[src/hw/rtl/assert_macros.svh]
// ----------------------------------------------------------------------------
// assert_macros.svh
// Concurrent assertion shorthands for the RTL.
// ----------------------------------------------------------------------------
`ifndef ASSERT_MACROS_SVH
`define ASSERT_MACROS_SVH

// cons must hold in the same cycle as ante
`define ASSERT_IMPLY(lbl, clk_s, rstn_s, ante, cons) \
    lbl: assert property (@(posedge clk_s) disable iff (!rstn_s) (ante) |-> (cons)) \
        else $error("assertion failed");

// cons must hold in the cycle after ante
`define ASSERT_NEXT(lbl, clk_s, rstn_s, ante, cons) \
    lbl: assert property (@(posedge clk_s) disable iff (!rstn_s) (ante) |=> (cons)) \
        else $error("assertion failed");

`endif

[src/hw/rtl/abt_pkg.sv]
// ----------------------------------------------------------------------------
// abt_pkg
// Shared widths, limits and handshake types for the abundant number tester.
// ----------------------------------------------------------------------------
`default_nettype none

package abt_pkg;

    localparam int NUMBER_W = 20;
    localparam int SUM_W    = 23;
    localparam logic [SUM_W-1:0] SUM_MAX = {SUM_W{1'b1}};

    typedef struct packed {
        logic busy;
        logic done;
        logic exact;
    } div_stat_t;

endpackage

`default_nettype wire

[src/hw/rtl/abundant_number_test_unit.sv]
// ----------------------------------------------------------------------------
// abundant_number_test_unit
// Trial-division abundance test with a saturating sum of the divisors other than 1 and n.
// Each trial divisor takes a compare state (ST_CHECK) and then a run of the shared
// divider (ST_DIV); the divider works on N_W = min(NUM_BITS, 20) bits.
// One item in flight; the next is taken while a result waits in the output register.
// Reset clears the sequencer and output valid; no memories to clear.
// ----------------------------------------------------------------------------
`default_nettype none
`include "assert_macros.svh"

module abundant_number_test_unit
    import abt_pkg::*;
#(
    parameter int NUM_BITS = 20
)
(
    input  wire logic                clk,
    input  wire logic                rst_n,
    input  wire logic                in_valid,
    output logic                     in_stall,
    input  wire logic [NUMBER_W-1:0] number,
    output logic                     out_valid,
    input  wire logic                out_stall,
    output logic                     abundant,
    output logic [SUM_W-1:0]         divisor_sum
);

    localparam int N_W  = (NUM_BITS < NUMBER_W) ? NUM_BITS : NUMBER_W;
    localparam int D_W  = (N_W + 1) / 2 + 1;
    localparam int SQ_W = N_W + 1;

    typedef enum logic [2:0] {
        ST_IDLE,
        ST_CHECK,
        ST_DIV,
        ST_FIN,
        ST_OUT
    } state_t;

    state_t           state_reg;
    logic [N_W-1:0]   n_reg;
    logic [D_W-1:0]   d_reg;
    logic [SQ_W-1:0]  sq_reg;
    logic [SUM_W-1:0] acc_reg;
    logic             out_valid_reg;
    logic             abundant_reg;
    logic [SUM_W-1:0] sum_reg;

    logic             sq_lt;
    logic             div_start;
    logic [N_W-1:0]   div_q;
    div_stat_t        div_stat;
    logic [SUM_W:0]   pair_sum;
    logic [SUM_W:0]   root_sum;
    logic [SUM_W-1:0] pair_sat;
    logic [SUM_W-1:0] root_sat;
    logic [SQ_W-1:0]  sq_next;

    always_comb
    begin
        sq_lt     = (sq_reg < SQ_W'(n_reg));
        div_start = (state_reg == ST_CHECK) && sq_lt;
        pair_sum  = {1'b0, acc_reg} + (SUM_W+1)'(d_reg) + (SUM_W+1)'(div_q);
        root_sum  = {1'b0, acc_reg} + (SUM_W+1)'(d_reg);
        pair_sat  = pair_sum[SUM_W] ? SUM_MAX : pair_sum[SUM_W-1:0];
        root_sat  = root_sum[SUM_W] ? SUM_MAX : root_sum[SUM_W-1:0];
        sq_next   = sq_reg + SQ_W'({d_reg, 1'b0}) + SQ_W'(1);
    end

    abt_divider #(
        .N_W (N_W),
        .D_W (D_W)
    ) u_div (
        .clk      (clk),
        .rst_n    (rst_n),
        .start    (div_start),
        .dividend (n_reg),
        .divisor  (d_reg),
        .quotient (div_q),
        .stat     (div_stat)
    );

    always_ff @(posedge clk or negedge rst_n)
    begin
        if (!rst_n)
        begin
            state_reg     <= ST_IDLE;
            n_reg         <= '0;
            d_reg         <= '0;
            sq_reg        <= '0;
            acc_reg       <= '0;
            out_valid_reg <= 1'b0;
            abundant_reg  <= 1'b0;
            sum_reg       <= '0;
        end
        else
        begin
            if (out_valid_reg && !out_stall && (state_reg != ST_OUT))
            begin
                out_valid_reg <= 1'b0;
            end
            case (state_reg)
                ST_IDLE:
                begin
                    if (in_valid)
                    begin
                        n_reg     <= number[N_W-1:0];
                        d_reg     <= D_W'(2);
                        sq_reg    <= SQ_W'(4);
                        acc_reg   <= '0;
                        state_reg <= ST_CHECK;
                    end
                end
                ST_CHECK:
                begin
                    state_reg <= sq_lt ? ST_DIV : ST_FIN;
                end
                ST_DIV:
                begin
                    if (div_stat.done)
                    begin
                        if (div_stat.exact)
                        begin
                            acc_reg <= pair_sat;
                        end
                        d_reg     <= d_reg + 1'b1;
                        sq_reg    <= sq_next;
                        state_reg <= ST_CHECK;
                    end
                end
                ST_FIN:
                begin
                    if (sq_reg == SQ_W'(n_reg))
                    begin
                        acc_reg <= root_sat;
                    end
                    state_reg <= ST_OUT;
                end
                ST_OUT:
                begin
                    if (!out_valid_reg || !out_stall)
                    begin
                        out_valid_reg <= 1'b1;
                        abundant_reg  <= (acc_reg > SUM_W'(n_reg));
                        sum_reg       <= acc_reg;
                        state_reg     <= ST_IDLE;
                    end
                end
                default:
                begin
                    state_reg <= ST_IDLE;
                end
            endcase
        end
    end

    assign in_stall    = (state_reg != ST_IDLE);
    assign out_valid   = out_valid_reg;
    assign abundant    = abundant_reg;
    assign divisor_sum = sum_reg;

    `ASSERT_IMPLY(a_start_free, clk, rst_n, div_start, !div_stat.busy)
    `ASSERT_NEXT(a_divisor_hold, clk, rst_n, (state_reg == ST_DIV) && !div_stat.done, $stable(d_reg))
    `ASSERT_IMPLY(a_square_track, clk, rst_n, state_reg != ST_IDLE, sq_reg == SQ_W'(d_reg) * SQ_W'(d_reg))

endmodule

`default_nettype wire

[src/hw/rtl/abt_divider.sv]
// ----------------------------------------------------------------------------
// abt_divider
// Restoring divider, one quotient bit per cycle.
// ----------------------------------------------------------------------------
`default_nettype none

module abt_divider
    import abt_pkg::*;
#(
    parameter int N_W = 20,
    parameter int D_W = 11
)
(
    input  wire logic           clk,
    input  wire logic           rst_n,
    input  wire logic           start,
    input  wire logic [N_W-1:0] dividend,
    input  wire logic [D_W-1:0] divisor,
    output logic [N_W-1:0]      quotient,
    output div_stat_t           stat
);

    localparam int CNT_W = $clog2(N_W + 1);

    logic [N_W-1:0]   work_reg;
    logic [D_W-1:0]   rem_reg;
    logic [D_W-1:0]   dvs_reg;
    logic [CNT_W-1:0] cnt_reg;
    logic             busy_reg;
    logic             done_reg;

    logic [D_W:0]     trial;
    logic             fits;
    logic [D_W:0]     diff;

    always_comb
    begin
        trial = {rem_reg, work_reg[N_W-1]};
        fits  = (trial >= {1'b0, dvs_reg});
        diff  = trial - {1'b0, dvs_reg};
    end

    always_ff @(posedge clk or negedge rst_n)
    begin
        if (!rst_n)
        begin
            work_reg <= '0;
            rem_reg  <= '0;
            dvs_reg  <= '0;
            cnt_reg  <= '0;
            busy_reg <= 1'b0;
            done_reg <= 1'b0;
        end
        else
        begin
            done_reg <= 1'b0;
            if (start)
            begin
                work_reg <= dividend;
                rem_reg  <= '0;
                dvs_reg  <= divisor;
                cnt_reg  <= CNT_W'(N_W);
                busy_reg <= 1'b1;
            end
            else if (busy_reg)
            begin
                work_reg <= {work_reg[N_W-2:0], fits};
                rem_reg  <= fits ? diff[D_W-1:0] : trial[D_W-1:0];
                cnt_reg  <= cnt_reg - 1'b1;
                if (cnt_reg == CNT_W'(1))
                begin
                    busy_reg <= 1'b0;
                    done_reg <= 1'b1;
                end
            end
        end
    end

    assign quotient   = work_reg;
    assign stat.busy  = busy_reg;
    assign stat.done  = done_reg;
    assign stat.exact = (rem_reg == '0);

endmodule

`default_nettype wire
[config.mk]
export PLATFORM = sky130hd
export DESIGN_NAME = abundant_number_test_unit
export DESIGN_NICKNAME = d
export VERILOG_FILES = /design/src/hw/rtl/abt_pkg.sv /design/src/hw/rtl/abundant_number_test_unit.sv /design/src/hw/rtl/abt_divider.sv
export VERILOG_INCLUDE_DIRS = /design/src /design/src/hw/rtl
export SDC_FILE = /design/constraint.sdc
export NUM_CORES = 1
export LEC_CHECK = 0
export ABC_AREA = 1
export ABC_CLOCK_PERIOD_IN_PS = 4750
export BUFFER_PORTS_ARGS = -buffer_cell sky130_fd_sc_hd__buf_2
export CORE_MARGIN = 5
export CORE_UTILIZATION = 40
export CTS_BUF_LIST = sky130_fd_sc_hd__clkbuf_16
export CTS_CLUSTER_SIZE = 10
export DETAILED_ROUTE_END_ITERATION = 8
export SLEW_MARGIN = 20
export SYNTH_ARGS = -nofsm -noshare
export SYNTH_HDL_FRONTEND = slang
export SYNTH_HIERARCHICAL = 1
export SYNTH_SLANG_ARGS = --single-unit
[constraint.sdc]
create_clock -name clk -period 4.75 [get_ports clk]
set_input_delay 1.1875 -clock clk [delete_from_list [all_inputs] [get_ports clk]]
set_output_delay 1.1875 -clock clk [all_outputs]
set_load 0.1 [all_outputs]
==> results.cfg, run 1 <==
[cts]
clkSlewWorstSetupHoldPaths_ns = 0.07
worstSkewPairLatency_ns = 0.44
cts_root_buf = clkbuf_16
post-cts-setup-buffers = 0
holdBufCountCts = 0
clock-sinks = 152
htreeDepth = 4
cts_resized = 0
cts_buffers = 17
clock_path_buffers = 2
cts_tree = built

[timing]
hold_violations = 0
rsz0062_at_grt = false
worst_slew_pin_slew_ns = 0.9161
setup_viol = 0
worst_hold_slack_ns = 0.4735
fmax_mhz = 251.2
slew_headroom_pct = 38.73
period_needed_ns = 3.981
fin_skew_ns = 0.01455
setup-tns-final_ns = 0
period_share_pct = 83.81
slew_violations = 0

[run_status]
outcome = complete, no violations

[floorplanning]
die_x_um = 177.3
initial_utilization_pct = 40.39
io_pins = 50
rows = 61
dieArea_mm2 = 0.03142
core-area_mm2 = 0.02771
die_y_um = 177.3

[grt]
antenna_found_initial = 1
grt_max_degree = 59
grt_pass1_wl_mm = 55.06
overflow = 0
grtUsageTotal_pct = 22.36
grt_pass1_vias = 10270

[setup_path]
worstPathArrival_ns = 4.30
cp_max_fo = 23
critical_path_class = flip-flop to flip-flop
worst_ep_required_time_ns = 5.07
cp-start-kind = flip-flop
critPathCaptureType = flip-flop

[placement]
dpl.hpwl_mm = 26.55
io_buffers = 49
gp_congestion = 0.9808

[cells_and_area]
drive_gt1_share_pct = 9.509
nFillCells = 2830
nets = 1701
mostFrequentLayoutCell = nand2_1
antennaDiodeCount = 0
areaGrowthSynthToFinish_pct = 10.87
mostFrequentLayoutCells = 429 x nand2_1, 190 x inv_1, 152 x dfrtp_1

[synth]
synth_area_mm2 = 0.01119
ys_warn_count = 6
syn-mean-instance-area_um2 = 7.309
synth_nets = 1657
synth_cells = 1531

[routing]
post_drt_via_cell_ratio = 5.306
vias = 10430
wire_per_inst_um = 17.39
drtIter0Drc = 954
routed_wirelength_mm = 34.18
ant_nets = 0
drc = 0
drtPass1Iterations = 5

[flow_run]
maxCapViolCount = 0

[worst_hold_path]
hold_class = flip-flop to flip-flop
## metal layers
metal	track usage (%)	vias to the layer above	wire, um
met4	7.863	2	1064
met3	2.734	60	1672
met2	36.13	297	15630
met5	0	-	13
met1	31.04	4945	15800
li1	-	5128	-
## path summary, 6_finish.rpt
kind | start | to | slack, ns | cells after the start
min in group asynchronous | rst_n | divisor_sum[14] | 0.73 | 1
worst min-delay path | divisor_sum[9] | divisor_sum[9] | 0.47 | 2
worst max register to register | d_reg[0] | acc_reg[13] | 0.77 | 23
worst min register to register | divisor_sum[9] | divisor_sum[9] | 0.47 | 2
max in group asynchronous | rst_n | divisor_sum[0] | 3.08 | 2
worst max-delay path | d_reg[0] | acc_reg[13] | 0.77 | 23
## metrics by stage
| step | instance area, um2 | std cells | setup slack [ns] | util [%] |
|---|---|---|---|---|
| 2_1_floorplan | 11190 | 1531 | 1.367 | - |
| 3_3_place_gp | 11820 | 1934 | 0.9452 | 42.67 |
| 3_5_place_dp | 11820 | 1934 | 0.7948 | 42.67 |
| 4_1_cts | 12410 | 1966 | 0.7643 | 44.78 |
| 5_1_grt | 12410 | 1966 | 0.3685 | 44.78 |
| 6_report | 12410 | 1966 | 0.7689 | 44.78 |
## final cells by class
| class | instances | area (um2) | area share (%) |
|---|---|---|---|
| Multi-Input combinational cell | 1149 | 6471 | 52.16 |
| Sequential cell | 152 | 3804 | 30.66 |
| Inverter | 196 | 735.7 | 5.930 |
| Tap cell | 378 | 473.0 | 3.812 |
| Clock buffer | 17 | 425.4 | 3.429 |
| Timing Repair Buffer | 59 | 339.1 | 2.733 |
| Clock inverter | 15 | 157.7 | 1.271 |
## worst max-delay path, stage by stage (launching register included)
cell and delay (ns):
dfrtp_1 0.49, ha_1 0.23, inv_1 0.05, fa_1 0.39, nand3b_1 0.17, nand2_1 0.18, nand3_1 0.12, nand3_2 0.17
nand2_1 0.10, xor2_1 0.19, inv_1 0.07, ha_1 0.36, a21oi_1 0.20, o21ai_0 0.11, a21oi_1 0.13, nand2_1 0.10
nand2_1 0.08, inv_1 0.04, nand2_1 0.07, nand3_2 0.08, nand2_4 0.24, nand3_1 0.13, nand2_1 0.11, a21oi_2 0.05
Power of run 1 is not shown: default switching activity piles up to over one toggle a cycle in this logic, so the estimate is an artifact.
==> run 2: changes to the inputs <==
--- a/config.mk
+++ b/config.mk
@@ -7,7 +7,7 @@
 export NUM_CORES = 1
 export LEC_CHECK = 0
 export ABC_AREA = 1
-export ABC_CLOCK_PERIOD_IN_PS = 4750
+export ABC_CLOCK_PERIOD_IN_PS = 3430
 export BUFFER_PORTS_ARGS = -buffer_cell sky130_fd_sc_hd__buf_2
 export CORE_MARGIN = 5
 export CORE_UTILIZATION = 40
==> constraint.sdc (replaced) <==
create_clock -name clk -period 3.43 [get_ports clk]
set_input_delay 0.8575 -clock clk [delete_from_list [all_inputs] [get_ports clk]]
set_output_delay 0.8575 -clock clk [all_outputs]
set_load 0.1 [all_outputs]
==> run 2 against run 1 <==
  * The run now ends with setup timing left
  * Global-route usage is 1.3 points higher
  * Highest routed layer is now met4
  * Critical path depth is 3 higher
  * Worst setup slack got worse by 0.92 ns
  * Via count grew 4.9%
  * Maximum frequency grew 11%
  * Register-to-register slack worse by 0.92 ns
  * Sequential share of layout area is 3.3 points lower
  * Non-clock buffer count is 112 higher
  * First-iteration DRC count is 16% lower
  * Utilization rose by 5.4 points
==> results.cfg, run 2 (synthesis gave the netlist of run 1 again) <==
[setup_path]
critPathBufInv = 4
cp-startpoint = acc_reg[0]
cp-start-kind = flip-flop
timing.rr.start = acc_reg[0]
path_depth = 26
critPathMaxStageDelay_ns = 0.36
reg2reg_depth = 26
critPathTopFamily = simple AND/OR/NAND/NOR gates
critPathCaptureType = flip-flop
crit_path_top_delay_cell = dfrtp_1
cp_common_cell = nand2_2
worst_ep_required_time_ns = 3.75
critical_path_class = flip-flop to flip-flop
reg2reg_setup_slack_ns = -0.15
worstPathArrival_ns = 3.90
cp_max_fo = 5
timing.rr.end = acc_reg[0]

[placement]
dpl.hpwl_mm = 27.74
io_buffers = 49
gp_congestion = 0.9729

[cells_and_area]
areaGrowthSynthToFinish_pct = 24.26
mostFrequentLayoutCell = nand2_1
mostFrequentLayoutCells = 406 x nand2_1, 179 x inv_1, 152 x dfrtp_1
nets = 1816
drive_gt1_share_pct = 21.73
antennaDiodeCount = 0

[grt]
grtUsageTotal_pct = 23.67
grt_pass1_vias = 10860
grt_max_degree = 71
antenna_found_initial = 0
overflow = 0
grt_pass1_wl_mm = 57.90

[routing]
drc = 0
post_drt_via_cell_ratio = 5.260
vias = 10950
wire_per_inst_um = 17.60
ant_nets = 0
drtIter0Drc = 798
drtPass1Iterations = 5
routed_wirelength_mm = 36.63

[cts]
worstSkewPairLatency_ns = 0.44
clkSlewWorstSetupHoldPaths_ns = 0.07
cts_root_buf = clkbuf_16
cts_buffers = 17
clock_path_buffers = 2
clock-sinks = 152
cts_tree = built
htreeDepth = 4
holdBufCountCts = 0

[run_status]
outcome = finished with violations
violations = setup timing

[worst_hold_path]
hold_class = input port to asynchronous set/reset pin

[timing]
final.setup.worst_slack_ns = -0.1471
setup_viol = 23
worst_hold_slack_ns = 0.4434
rsz0062_at_grt = true
fmax_mhz = 279.6
slew_violations = 0
slew_headroom_pct = 51.26
worst_slew_pin_slew_ns = 0.7312
period_needed_ns = 3.577
hold_violations = 0
fin_skew_ns = 0.01458
period_share_pct = 104.3

[floorplanning]
dieArea_mm2 = 0.03142
die_y_um = 177.3
die_x_um = 177.3
rows = 61
io_pins = 50
initial_utilization_pct = 40.39
core-area_mm2 = 0.02771

[flow_run]
maxCapViolCount = 0
[run 2: worst register-to-register path, stage by stage (launching register included)]
cell	delay, ns
dfrtp_1	0.36
ha_2	0.19
inv_2	0.04
fa_2	0.35
nand3b_1	0.19
nand2_2	0.14
nand3_2	0.09
nand2_2	0.08
nand2_2	0.05
nand3_2	0.07
xor2_2	0.17
inv_2	0.08
ha_4	0.26
nand2_4	0.07
inv_4	0.03
nand2_2	0.05
nand3_2	0.09
a21oi_2	0.18
nand2_2	0.08
nand2_2	0.08
inv_2	0.04
nand2_2	0.07
nand3_4	0.21
nand2_8	0.21
nand3b_1	0.11
nand2_1	0.10
a21oi_2	0.06
[run 2: layout make-up]
type | count | area (um2)
sequential | 152 | 3804
fill | 2700 | 13800
clock buffer | 17 | 425.4
inverter | 196 | 738.2
tap | 378 | 473.0
multi-input combinational | 1152 | 7098
timing repair buffer | 171 | 1209
clock inverter | 15 | 157.7
[run 2: per-layer routing]
layer	GRT usage (%)	wire length (um)	up-vias
met5	0	0	-
met4	9.507	1381	0
met3	2.863	2380	74
met2	38.41	17060	334
met1	32.29	15800	5182
li1	-	-	5357
[run 2: per-stage QoR]
stage               utilization, %  worst slack (ns)  std cells  area, um2  TNS (ns)
floorplan                        -           0.04739       1531      11190         0
global placement             45.47          -0.08502       2034      12600    -1.611
detailed placement           45.47           -0.1408       2034      12600    -2.678
CTS                          48.92          -0.01148       2075      13550  -0.02618
global route                 50.19           -0.3588       2081      13900    -6.982
finish                       50.19           -0.1471       2081      13900    -1.703
[run 2: worst max path at each step]
stage                             end  slack [ns]
after floorplan            acc_reg[6]        0.05
after global routing       acc_reg[0]       -0.36
after CTS                 acc_reg[16]       -0.01
after detailed placement   acc_reg[5]       -0.14
final                      acc_reg[0]       -0.15
after global placement     acc_reg[9]       -0.09
[run 2: timing repair]
item,4_1_cts,5_1_grt
gates resized for setup,44,78
buffers inserted,6,6
setup endpoints to repair,23,23
pin swaps,10,41
gates cloned,3,0
Power of run 2 is left out for the same reason.
